--- src/rtl/bemf_zero_cross_commutator_top_defines.svh ---
// assertion macros for the back-emf zero-cross commutator
`ifndef BEMF_ZERO_CROSS_COMMUTATOR_TOP_DEFINES_SVH
`define BEMF_ZERO_CROSS_COMMUTATOR_TOP_DEFINES_SVH
`ifndef SYNTHESIS
`define BZC_ASSERT_IMP(lbl, ante, cons) \
  lbl: assert property (@(posedge clk_i) disable iff (!rst_ni) (ante) |-> (cons)) \
    else $error("bzc same-cycle check failed");
`define BZC_ASSERT_NXT(lbl, ante, cons) \
  lbl: assert property (@(posedge clk_i) disable iff (!rst_ni) (ante) |=> (cons)) \
    else $error("bzc next-cycle check failed");
`else
`define BZC_ASSERT_IMP(lbl, ante, cons)
`define BZC_ASSERT_NXT(lbl, ante, cons)
`endif
`endif

--- src/rtl/bzc_pkg.sv ---
// shared types and constants for the back-emf zero-cross commutator
package bzc_pkg;

  typedef enum logic [1:0] {
    DET_ARM  = 2'd0,
    DET_HIGH = 2'd1,
    DET_FALL = 2'd2
  } det_state_e;

  typedef struct packed {
    logic [2:0] sector;
    logic       commutate;
    logic [2:0] pending;
  } bzc_status_t;

  localparam logic [1:0] CFG_SENSORLESS = 2'd0;
  localparam logic [1:0] CFG_HF_FLOOR   = 2'd1;
  localparam logic [1:0] CFG_LOW_FILTER = 2'd2;

  localparam logic [7:0] HF_FLOOR_RESET   = 8'd10;
  localparam logic [7:0] LOW_FILTER_RESET = 8'd3;
  localparam logic [7:0] HF_RESET         = 8'd10;
  localparam logic [7:0] CNT_MAX          = 8'hFF;

  localparam logic [2:0] SECTOR_NONE = 3'd0;
  localparam logic [2:0] FIRST_CODE  [3] = '{3'd1, 3'd2, 3'd4};
  localparam logic [2:0] SECOND_CODE [3] = '{3'd3, 3'd6, 3'd5};

endpackage

--- src/rtl/bzc_neutral.sv ---
// neutral level stage: registered (a+b+c)/3 by reciprocal multiply
module bzc_neutral #(
  parameter int SAMPLE_BITS = 12
) (
  input  logic                   clk_i,
  input  logic                   en_i,
  input  logic [SAMPLE_BITS-1:0] sample_a_i,
  input  logic [SAMPLE_BITS-1:0] sample_b_i,
  input  logic [SAMPLE_BITS-1:0] sample_c_i,
  output logic [SAMPLE_BITS-1:0] neutral_o
);
  localparam int SumBits  = SAMPLE_BITS + 2;
  localparam int Shift    = SumBits + 1;
  localparam int ProdBits = SumBits + Shift - 1;
  // ceil(2^Shift / 3); error term stays below 2^Shift for any sum
  localparam logic [Shift-2:0] Recip = (Shift-1)'((2 ** Shift + 2) / 3);

  logic [SumBits-1:0]  sum;
  logic [ProdBits-1:0] prod;

  assign sum  = SumBits'(sample_a_i) + SumBits'(sample_b_i) + SumBits'(sample_c_i);
  assign prod = ProdBits'(sum) * ProdBits'(Recip);

  always_ff @(posedge clk_i) begin
    if (en_i) begin
      neutral_o <= prod[Shift +: SAMPLE_BITS];
    end
  end
endmodule

--- src/rtl/bzc_detector.sv ---
// per-phase zero-crossing detector: sustained high, then filtered fall
module bzc_detector #(
  parameter int SAMPLE_BITS = 12,
  parameter int HF_BITS     = 14
) (
  input  logic                   clk_i,
  input  logic                   rst_ni,
  input  logic                   en_i,
  input  logic [SAMPLE_BITS-1:0] sample_i,
  input  logic [SAMPLE_BITS-1:0] neutral_i,
  input  logic [HF_BITS-1:0]     high_filter_i,
  input  logic [7:0]             low_filter_i,
  output logic                   hit_o
);
  import bzc_pkg::*;

  det_state_e state_q, state_d;
  logic [7:0] above_q, above_d, below_q, below_d;
  logic [7:0] above_inc, below_inc;
  logic       is_above, is_below;

  assign is_above  = sample_i > neutral_i;
  assign is_below  = sample_i < neutral_i;
  assign above_inc = (above_q == CNT_MAX) ? above_q : above_q + 8'd1;
  assign below_inc = (below_q == CNT_MAX) ? below_q : below_q + 8'd1;

  always_comb begin
    state_d = state_q;
    case (state_q)
      DET_ARM: begin
        if (is_above && (HF_BITS'(above_inc) > high_filter_i)) state_d = DET_HIGH;
      end
      DET_HIGH: begin
        if (is_below) state_d = DET_FALL;
      end
      DET_FALL: begin
        if (is_below) begin
          if (below_inc > low_filter_i) state_d = DET_ARM;
        end else begin
          state_d = DET_HIGH;
        end
      end
      default: state_d = DET_ARM;
    endcase
  end

  always_comb begin
    above_d = above_q;
    below_d = below_q;
    hit_o   = 1'b0;
    case (state_q)
      DET_ARM: begin
        above_d = is_above ? above_inc : 8'd0;
      end
      DET_HIGH: begin
        if (is_below) below_d = 8'd0;
      end
      DET_FALL: begin
        if (is_below) begin
          below_d = below_inc;
          if (below_inc > low_filter_i) begin
            above_d = 8'd0;
            hit_o   = 1'b1;
          end
        end
      end
      default: ;
    endcase
  end

  always_ff @(posedge clk_i or negedge rst_ni) begin
    if (!rst_ni) begin
      state_q <= DET_ARM;
      above_q <= 8'd0;
      below_q <= 8'd0;
    end else if (en_i) begin
      state_q <= state_d;
      above_q <= above_d;
      below_q <= below_d;
    end
  end
endmodule

--- src/rtl/bzc_timing.sv ---
// high filter tracking, period summing, commutation timer and sector choice
module bzc_timing #(
  parameter int COUNT_BITS = 16,
  parameter int HF_BITS    = 14
) (
  input  logic                 clk_i,
  input  logic                 rst_ni,
  input  logic                 en_i,
  input  logic [2:0]           high_side_i,
  input  logic                 sensorless_en_i,
  input  logic [7:0]           hf_floor_i,
  input  logic [2:0]           hit_i,
  output logic [HF_BITS-1:0]   high_filter_o,
  output bzc_pkg::bzc_status_t status_o
);
  import bzc_pkg::*;

  localparam int SumBits = COUNT_BITS + 1;

  logic [2:0]            last_hs_q;
  logic [COUNT_BITS-1:0] chg_q, chg_d, chg_base;
  logic [HF_BITS-1:0]    hf_q, hf_d, hf_cand, floor_ext;
  logic [COUNT_BITS-1:0] per_q, per_d, per_inc;
  logic [SumBits-1:0]    sum_q, sum_d, sum_new;
  logic                  sev_q, sev_d;
  logic [COUNT_BITS-1:0] cc_q, cc_d, cc_base, cc_inc;
  logic [COUNT_BITS-1:0] lim_q, lim_d;
  logic [2:0]            sector_q, sector_d;
  logic [2:0]            pend_q, pend_d, pend_mid;
  logic [2:0]            served_q, served_d, served_mid;
  logic                  hs_change, expire, fire, found;

  assign hs_change = high_side_i != last_hs_q;
  assign hf_cand   = HF_BITS'(chg_q >> 2);
  assign floor_ext = HF_BITS'(hf_floor_i);
  assign hf_d      = hs_change ? ((hf_cand < floor_ext) ? floor_ext : hf_cand) : hf_q;
  assign chg_base  = hs_change ? '0 : chg_q;
  assign chg_d     = chg_base + COUNT_BITS'(1);
  assign high_filter_o = hf_d;

  assign per_inc = per_q + COUNT_BITS'(1);
  assign sum_new = sum_q + SumBits'(per_inc);

  // every second detection closes the period sum
  always_comb begin
    per_d   = per_inc;
    sum_d   = sum_q;
    sev_d   = sev_q;
    cc_base = cc_q;
    lim_d   = lim_q;
    if (|hit_i) begin
      per_d = '0;
      if (sev_q) begin
        sev_d   = 1'b0;
        cc_base = COUNT_BITS'(sum_new >> 3);
        lim_d   = COUNT_BITS'(sum_new >> 2);
        sum_d   = '0;
      end else begin
        sev_d = 1'b1;
        sum_d = sum_new;
      end
    end
  end

  assign cc_inc     = cc_base + COUNT_BITS'(1);
  assign expire     = cc_inc >= lim_d;
  assign cc_d       = expire ? '0 : cc_inc;
  assign fire       = expire && sensorless_en_i;
  assign pend_mid   = pend_q | hit_i;
  assign served_mid = served_q & ~hit_i;

  // lowest pending phase wins: first visit gives its first code, second clears it
  always_comb begin
    sector_d = sector_q;
    pend_d   = pend_mid;
    served_d = served_mid;
    found    = 1'b0;
    if (fire) begin
      sector_d = SECTOR_NONE;
      for (int p = 0; p < 3; p++) begin
        if (!found && pend_mid[p]) begin
          found = 1'b1;
          if (!served_mid[p]) begin
            served_d[p] = 1'b1;
            sector_d    = FIRST_CODE[p];
          end else begin
            pend_d[p] = 1'b0;
            sector_d  = SECOND_CODE[p];
          end
        end
      end
    end
  end

  assign status_o.sector    = sector_d;
  assign status_o.commutate = fire;
  assign status_o.pending   = pend_d;

  always_ff @(posedge clk_i or negedge rst_ni) begin
    if (!rst_ni) begin
      last_hs_q <= 3'd0;
      chg_q     <= '0;
      hf_q      <= HF_BITS'(HF_RESET);
      per_q     <= '0;
      sum_q     <= '0;
      sev_q     <= 1'b0;
      cc_q      <= '0;
      lim_q     <= '0;
      sector_q  <= SECTOR_NONE;
      pend_q    <= 3'd0;
      served_q  <= 3'd0;
    end else if (en_i) begin
      last_hs_q <= high_side_i;
      chg_q     <= chg_d;
      hf_q      <= hf_d;
      per_q     <= per_d;
      sum_q     <= sum_d;
      sev_q     <= sev_d;
      cc_q      <= cc_d;
      lim_q     <= lim_d;
      sector_q  <= sector_d;
      pend_q    <= pend_d;
      served_q  <= served_d;
    end
  end
endmodule

--- src/rtl/bemf_zero_cross_commutator_top.sv ---
// top level of the sensorless back-emf zero-cross commutator
//
//  channel  direction  contents
//  s_axis   in         three phase samples and high-side enables, one tick per transaction
//  m_axis   out        sector, commutate, neutral level, pending flags
//  cfg      in         register index and write data
//
// three register stages: input register, neutral register (divide by three
// multiply), result register where all detector and timer state advances.
// one tick per cycle sustained while the output is not stalled; the result
// passes the input, neutral and result registers in turn.
// reset clears all control and timer state; config resets to its defaults.
// a stalled result holds the pipeline behind it only where stages are full.
`include "bemf_zero_cross_commutator_top_defines.svh"

module bemf_zero_cross_commutator_top #(
  parameter int SAMPLE_BITS = 12,
  parameter int COUNT_BITS  = 16,
  localparam int InBits     = ((3 * SAMPLE_BITS + 3 + 7) / 8) * 8,
  localparam int OutBits    = ((SAMPLE_BITS + 7 + 7) / 8) * 8
) (
  input  logic               clk_i,
  input  logic               rst_ni,
  input  logic               s_axis_tvalid,
  output logic               s_axis_tready,
  // phase_a_sample, phase_b_sample, phase_c_sample, high_side_now
  input  logic [InBits-1:0]  s_axis_tdata,
  output logic               m_axis_tvalid,
  input  logic               m_axis_tready,
  // sector, commutate, neutral_level, pending_flags
  output logic [OutBits-1:0] m_axis_tdata,
  input  logic               cfg_valid_i,
  output logic               cfg_ready_o,
  input  logic [1:0]         cfg_addr_i,
  input  logic [7:0]         cfg_wdata_i
);
  import bzc_pkg::*;

  localparam int HfBits = (COUNT_BITS - 2 > 8) ? COUNT_BITS - 2 : 8;
  localparam int Sb     = SAMPLE_BITS;

  logic             sensorless_en_q;
  logic [7:0]       hf_floor_q, low_filter_q;
  logic             v1_q, v2_q, vo_q;
  logic             acc, adv1, adv2, out_free, r2;
  logic [Sb-1:0]    s1_q [3];
  logic [Sb-1:0]    s2_q [3];
  logic [2:0]       hs1_q, hs2_q;
  logic [Sb-1:0]    neutral;
  logic [HfBits-1:0] high_filter;
  logic [2:0]       hit;
  bzc_status_t      status;
  bzc_status_t      res_q;
  logic [Sb-1:0]    res_neutral_q;

  assign cfg_ready_o = 1'b1;

  always_ff @(posedge clk_i or negedge rst_ni) begin
    if (!rst_ni) begin
      sensorless_en_q <= 1'b0;
      hf_floor_q      <= HF_FLOOR_RESET;
      low_filter_q    <= LOW_FILTER_RESET;
    end else if (cfg_valid_i) begin
      case (cfg_addr_i)
        CFG_SENSORLESS: sensorless_en_q <= cfg_wdata_i[0];
        CFG_HF_FLOOR:   hf_floor_q      <= cfg_wdata_i;
        CFG_LOW_FILTER: low_filter_q    <= cfg_wdata_i;
        default: ;
      endcase
    end
  end

  // each stage moves on when the one after it is empty or moving
  assign out_free      = !vo_q || m_axis_tready;
  assign adv2          = v2_q && out_free;
  assign r2            = !v2_q || adv2;
  assign adv1          = v1_q && r2;
  assign s_axis_tready = !v1_q || adv1;
  assign acc           = s_axis_tvalid && s_axis_tready;

  always_ff @(posedge clk_i or negedge rst_ni) begin
    if (!rst_ni) begin
      v1_q <= 1'b0;
      v2_q <= 1'b0;
      vo_q <= 1'b0;
    end else begin
      if (acc) v1_q <= 1'b1;
      else if (adv1) v1_q <= 1'b0;
      if (adv1) v2_q <= 1'b1;
      else if (adv2) v2_q <= 1'b0;
      if (adv2) vo_q <= 1'b1;
      else if (m_axis_tready) vo_q <= 1'b0;
    end
  end

  always_ff @(posedge clk_i) begin
    if (acc) begin
      s1_q[0] <= s_axis_tdata[0 +: Sb];
      s1_q[1] <= s_axis_tdata[Sb +: Sb];
      s1_q[2] <= s_axis_tdata[2*Sb +: Sb];
      hs1_q   <= s_axis_tdata[3*Sb +: 3];
    end
    if (adv1) begin
      s2_q  <= s1_q;
      hs2_q <= hs1_q;
    end
    if (adv2) begin
      res_q         <= status;
      res_neutral_q <= neutral;
    end
  end

  bzc_neutral #(
    .SAMPLE_BITS(SAMPLE_BITS)
  ) u_neutral (
    .clk_i      (clk_i),
    .en_i       (adv1),
    .sample_a_i (s1_q[0]),
    .sample_b_i (s1_q[1]),
    .sample_c_i (s1_q[2]),
    .neutral_o  (neutral)
  );

  for (genvar p = 0; p < 3; p++) begin : g_phase
    bzc_detector #(
      .SAMPLE_BITS(SAMPLE_BITS),
      .HF_BITS    (HfBits)
    ) u_detector (
      .clk_i         (clk_i),
      .rst_ni        (rst_ni),
      .en_i          (adv2),
      .sample_i      (s2_q[p]),
      .neutral_i     (neutral),
      .high_filter_i (high_filter),
      .low_filter_i  (low_filter_q),
      .hit_o         (hit[p])
    );
  end

  bzc_timing #(
    .COUNT_BITS(COUNT_BITS),
    .HF_BITS   (HfBits)
  ) u_timing (
    .clk_i           (clk_i),
    .rst_ni          (rst_ni),
    .en_i            (adv2),
    .high_side_i     (hs2_q),
    .sensorless_en_i (sensorless_en_q),
    .hf_floor_i      (hf_floor_q),
    .hit_i           (hit),
    .high_filter_o   (high_filter),
    .status_o        (status)
  );

  assign m_axis_tvalid = vo_q;
  assign m_axis_tdata  = OutBits'({res_q.pending, res_neutral_q, res_q.commutate,
                                   res_q.sector});

  `BZC_ASSERT_IMP(a_ready_when_out_empty, !vo_q, s_axis_tready)
  `BZC_ASSERT_IMP(a_commutate_needs_enable, vo_q && res_q.commutate, sensorless_en_q)
  `BZC_ASSERT_IMP(a_none_means_nothing_pending,
                  vo_q && res_q.commutate && (res_q.sector == SECTOR_NONE),
                  res_q.pending == 3'd0)
  `BZC_ASSERT_NXT(a_cfg_enable_written,
                  cfg_valid_i && (cfg_addr_i == CFG_SENSORLESS),
                  sensorless_en_q == $past(cfg_wdata_i[0]))
endmodule

--- config.mk ---
export PLATFORM = sky130hd
export DESIGN_NAME = bemf_zero_cross_commutator_top
export DESIGN_NICKNAME = d
export VERILOG_FILES = /design/src/rtl/bzc_pkg.sv /design/src/rtl/bzc_neutral.sv /design/src/rtl/bzc_detector.sv /design/src/rtl/bzc_timing.sv /design/src/rtl/bemf_zero_cross_commutator_top.sv
export VERILOG_INCLUDE_DIRS = /design/src /design/src/rtl
export SDC_FILE = /design/constraint.sdc
export NUM_CORES = 1
export LEC_CHECK = 0
export BUFFER_PORTS_ARGS = -buffer_cell sky130_fd_sc_hd__buf_2
export CAP_MARGIN = 10
export CORE_MARGIN = 2
export CORE_UTILIZATION = 65
export CTS_CLUSTER_DIAMETER = 80
export DETAILED_ROUTE_END_ITERATION = 10
export HOLD_SLACK_MARGIN = 0.15
export PLACE_DENSITY = 0.93
export SLEW_MARGIN = 20
export SYNTH_ARGS = -nofsm -noshare
export SYNTH_HDL_FRONTEND = slang
export SYNTH_SLANG_ARGS = --single-unit
--- constraint.sdc ---
create_clock -name clk_i -period 15.9 [get_ports clk_i]
set_clock_uncertainty 0.05 [all_clocks]
set_input_delay 0.795 -clock clk_i [delete_from_list [all_inputs] [get_ports clk_i]]
set_output_delay 0.795 -clock clk_i [all_outputs]
set_load 0.02 [all_outputs]
; Word level (Yosys, flattened, before mapping)
; Cells that the tools add are included.
[classes]
n_reduce_logical = 44
n_lt_le_gt_ge = 14
n_eq_ne = 30
muxes = 90
mul = 1
add_sub_neg = 12
bitwise = 3
[ops]
columns = operator, n
row1 = $mux W8, 21
row2 = $mux W16, 7
row3 = $pmux W8 S2, 6
row4 = $add A16 B1 Y16 const B, 3
row5 = $add A8 B1 Y8 const B, 6
row6 = $eq A8 B8 Y1 const B, 6
row7 = $gt A8 B14 Y1, 3
row8 = $gt A12 B12 Y1, 3
row9 = $lt A12 B12 Y1, 3
row10 = $reduce_and A4 Y1, 9
row11 = $mux W1, 30
row12 = $mux W14, 2
row13 = $mul A14 B14 Y27 const B, 1
row14 = $mux W2, 13
row15 = $gt A8 B8 Y1, 3
row16 = $ne A2 B1 Y1 const B, 12
row17 = $mux W3, 7
row18 = $pmux W2 S3, 3
row19 = $reduce_bool A2 Y1, 9
row20 = $add A17 B16 Y17, 1
row21 = $mux W17, 1
row22 = $ge A16 B16 Y1, 1
row23 = $add A14 B12 Y14, 1
row24 = $lt A14 B8 Y1, 1
row25 = 14 further kinds, 42
[word_totals]
wordCells = 233
input_bits = 55
out_inout_bits = 27
register_bits = 291

; Longest topological paths before layout
[depth]
ltp_word = 20
ltp_mapped = 36

; Modules after synthesis
; Synthesis repeated with hierarchy kept, for this count alone.
[hier_totals]
cells_unflattened = 2125
area_unflattened_um2 = 21264.1
[by_module_without_submodules]
columns = module, cells_each, seq_area_each_um2, area_each_um2, n_inst
row1 = bzc_timing, 848, 2705.1, 7464.7, 1
row2 = bzc_neutral, 427, 360.3, 4326.6, 1
row3 = bzc_detector (g_phase[0].u_detector ...), 236, 450.4, 1896.8, 2
row4 = bemf_zero_cross_commutator_top, 154, 3418.3, 3769.9, 1
row5 = bzc_detector (g_phase[2].u_detector), 224, 450.4, 1909.3, 1

; Least setup slack after synthesis
; Ideal clock, no wire load.
[synth_path]
path_type = reg2reg
start = register s1_q[12] (netlist name)
end = register u_neutral.neutral_o[11] (data pin)
synth_period_minus_slack_ns = 8.066
arrival_ns = 7.756
path_stages_with_launch = 36
setup_time_ns = 0.260
path_slack_ns = 7.834
t_required_ns = 15.590
cell_sequence = edfxtp_1 -> ha_1 -> fa_1 -> a21o_1 -> a21oi_1 -> inv_1 -> a21oi_1 -> o21ai_0 -> a21oi_1 -> xnor2_1 -> ha_1 -> a21oi_1 -> o21ai_0 -> a21o_1 -> a21oi_1 -> xor2_1 -> inv_1 -> ha_1 -> ha_1 -> xnor2_1 -> fa_1 -> fa_1 -> inv_1 -> fa_1 -> inv_1 -> ha_1 -> a21oi_1 -> o21ai_0 -> a21oi_1 -> o22ai_1 -> a311o_1 -> a31o_2 -> a211oi_1 -> o31ai_1 -> a21oi_1 -> xnor2_1
[synth_via]
elab_chain_len = 3
[synth_lines]
columns = element, line
row1 = start: declaration, bemf_zero_cross_commutator_top.sv:46  ; logic [Sb-1:0] s1_q [3];
row2 = $add A12 B12 Y13, bzc_neutral.sv:21  ; assign sum = SumBits'(sample_a_i) + SumBits'(sample_b_i) + SumBits'(sample_c_i);
row3 = $add A14 B12 Y14, bzc_neutral.sv:21
row4 = $mul A14 B14 Y27, bzc_neutral.sv:22  ; assign prod = ProdBits'(sum) * ProdBits'(Recip);
row5 = net u_neutral.prod[26], bzc_neutral.sv:19  ; logic [ProdBits-1:0] prod;
row6 = end signal: assignment, bzc_neutral.sv:26  ; neutral_o <= prod[Shift +: SAMPLE_BITS];
row7 = end: declaration, bzc_neutral.sv:10  ; output logic [SAMPLE_BITS-1:0] neutral_o
; The timed path passes the listed nets, and every way through them passes these cells.
; A chain may end at the register's enable or synchronous reset.

; Final worst setup path
; Same ends and word-level chain as after synthesis.

==> impl_metrics.tcl <==
set metrics [dict create \
    fin_cells 2537 \
    start_kind "flip-flop" \
    cp_max_fo 4 \
    cp.arrival_ns 9.75 \
    cts_tree "built" \
    routed-via-count 16100 \
    ios 82 \
    clock_path_buffers 3 \
    core_mm2 0.0314 \
    yosysTopAreaCell "dfrtp_1" \
    hold_viol 0 \
    synthXorXnorAreaFrac_pct 4.71 \
    cp.depth 35 \
    endpoint "u_neutral.neutral_o[11]" \
    rows 65 \
    seq_area_frac_synth_pct 38.0 \
    finalCritPeriodShare_pct 59.7 \
    gr-total-overflow 0 \
    crit_top_cell "a21oi_1" \
    worstPathRequired_ns 16.15 \
    postCtsHoldBufs 1 \
    area_delta_synth_final_pct 8.74 \
    min_path_type "input pin to flip-flop" \
    antennaDiodeCount 0 \
    ys_async_sr_fraction_pct 62.5 \
    dp_cells 2478 \
    totalWireLength_mm 48.3 \
    drtIter0Drc 1312 \
    numClockSinks 291 \
    critPathKind "flip-flop to flip-flop" \
    clock-root-buffer "clkbuf_16" \
    slowest_stage "xor2_1" \
    wl_per_cell_um 19.1 \
    first_pass_iters 6 \
    rsz0062_at_grt "no" \
    hpwl_mm 35.3 \
    synth.area.mux_share_pct 4.06 \
    numCtsBuffers 31 \
    crit_path_max_incr_delay_ns 0.64 \
    regToRegEndpoint "u_neutral.neutral_o[11]" \
    drive_above_1_share_pct 10.7 \
    r2r_start "s1_q[12]" \
    cts_setup_buffers 0 \
    finalMaxSlewViolations 0 \
    worst-path-buf-inv 4 \
    synthAdderAreaFrac_pct 20.9 \
    syn_inst 2045 \
    synth_edf_count 109 \
    yosys_warnings 0 \
    path_clk_slew_ns 0.06 \
    cts_max_level 1 \
    final.setup.tns_ns 0 \
    crit_family "compound AO/OA/AOI/OAI gates" \
    fp.dieH_um 182 \
    syn_area_mm2 0.0206 \
    register_area_mm2 0.00784 \
    grt_usage_pct 29.6 \
    max_freq_mhz 105 \
    ant_nets 0 \
    fin_nets 2477 \
    min-delay-start "s_axis_tdata[29]" \
    worst_pin_slew_ns 0.901 \
    place_congestion 0.960 \
    clk_latency_ns 0.58 \
    synth_top_area_share_pct 21.3 \
    finish.utilization_pct 71.5 \
    status "finished clean" \
    yosys.area_share.simple_pct 13.7 \
    cts.repair.resized 0 \
    synth_area_leaders "dfrtp_1 (21%), edfxtp_1 (16%), ha_1 (16%)" \
    synth-compound-area-share_pct 14.4 \
    grt_max_degree 69 \
    multi_input_area_mm2 0.0120 \
    grt_pass1_wl_mm 80.7 \
    r2r_cells 35 \
    ys_ff_latch 291 \
    startpoint "s1_q[12]" \
    setup-violations-final 0 \
    grt_antenna_before_repair 1 \
    r2r_setup_slack_ns 6.41 \
    syn_avg_cell_area_um2 10.1 \
    cap_viol_max_count 0 \
    synth_ff_type "dfrtp_1" \
    dieArea_mm2 0.0332 \
    fillers 2054 \
    initial_core_util_pct 65.7 \
    fp.dieW_um 182 \
    grt_pass1_vias 16700 \
    ys_types 82 \
    timing.slew.headroom_pct 39.5 \
    via_per_inst 6.36 \
    post-route-min-period_ns 9.49 \
    synth_top_family_by_area "adder cells" \
    cp-end-kind "flip-flop" \
    drc_errors 0 \
    port-buffer-count 74 \
]
-- per-layer routing --
layer  GRT usage [%]  part of all wire, %  vias up
li1                -                    -     7459
met4            13.8                  4.5        0
met1            36.6                   40     7838
met2            51.4                   49      680
met5               0                    0        -
met3            4.21                  6.5      160
-- area by class of cell --
type	count	share of cell area (%)
multi-input cells	1541	53.4
inverters	160	2.68
well taps	402	2.24
flip-flops and latches	291	34.9
clock inverters	24	1.00
repair buffers	85	2.06
clock buffers	34	3.69
-- cell usage in the layout, fill, tap and decap left out, types with 13 or more instances in the layout --
master     netlist  routed
ha_1           258     258
nand2_1        211     209
dfrtp_1        176     176
inv_1          159     159
edfxtp_1       109     109
o21ai_0        108     108
nor2_1         104     104
a21oi_1         99      99
nand3_1         80      80
buf_2           12      73
xnor2_1         71      71
fa_1            54      54
mux2_2          52      52
a21o_1          43      43
xor2_1          40      40
nand4_1         37      37
o21a_1          34      34
nand2b_1        32      32
clkbuf_16        0      32
nor2b_1         26      26
a22o_1          25      25
mux2i_1         24      24
o31ai_1         24      24
and3_1          21      21
nor3_1          16      16
o211ai_1        15      15
a211oi_1        13      13
-- worst min path at each step --
stage,endpoint,slack [ns],cells after the start
6_report,s1_q[5],0.35,1
5_1_grt,s1_q[24],0.34,1
4_1_cts,s1_q[23],0.33,1
3_5_place_dp,hs2_q[0],0.37,0
3_3_place_gp,hs2_q[2],0.36,0
2_1_floorplan,hs2_q[0],0.35,0
-- kinds of logic (layout without fill, tap and decap cells) --
| group | after synthesis | in the layout |
|---|---|---|
| adders and majority gates | 312 | 312 |
| buffers and inverters | 217 | 303 |
| DFF | 291 | 291 |
| xor gates and xnor gates | 111 | 111 |
| and+or+nand+nor | 588 | 588 |
| AOI/OAI and AO/OA | 447 | 447 |
| other | 2 | 6 |
| muxes | 77 | 77 |
-- synthesized netlist by cell type, types with 16 or more instances --
cell type	instances
xnor2_1	71
inv_1	159
edfxtp_1	109
nand3_1	80
clkbuf_1	34
ha_1	258
o21a_1	34
mux2i_1	24
a21o_1	43
and3_1	21
nor3_1	16
nand2b_1	32
mux2_2	52
nor2_1	104
xor2_1	40
a22o_1	25
nand4_1	37
o31ai_1	24
dfrtp_1	176
a21oi_1	99
fa_1	54
nor2b_1	26
nand2_1	211
o21ai_0	108
-- sequential cells by signal (all words and copies together) (netlist names), 16 cells and up --
name,count
s1_q,36
s2_q,36
g_phase.u_detector.above_q,24
g_phase.u_detector.below_q,24
u_timing.sum_q,17
u_timing.cc_q,16
u_timing.chg_q,16
u_timing.lim_q,16
u_timing.per_q,16
-- stage by stage --
| step | instance area [um^2] | hold slack (ns) | setup WS [ns] |
|---|---|---|---|
| final | 22400 | 0.353 | 6.41 |
| after global placement | 21400 | 0.360 | 6.88 |
| after detailed placement | 21400 | 0.372 | 6.57 |
| after CTS | 22400 | 0.334 | 6.48 |
| after floorplan | 20600 | 0.350 | 7.83 |
| after global routing | 22400 | 0.339 | 5.85 |
Power is not shown: default switching activity piles up to over one toggle a cycle in this logic, so the estimate is an artifact.
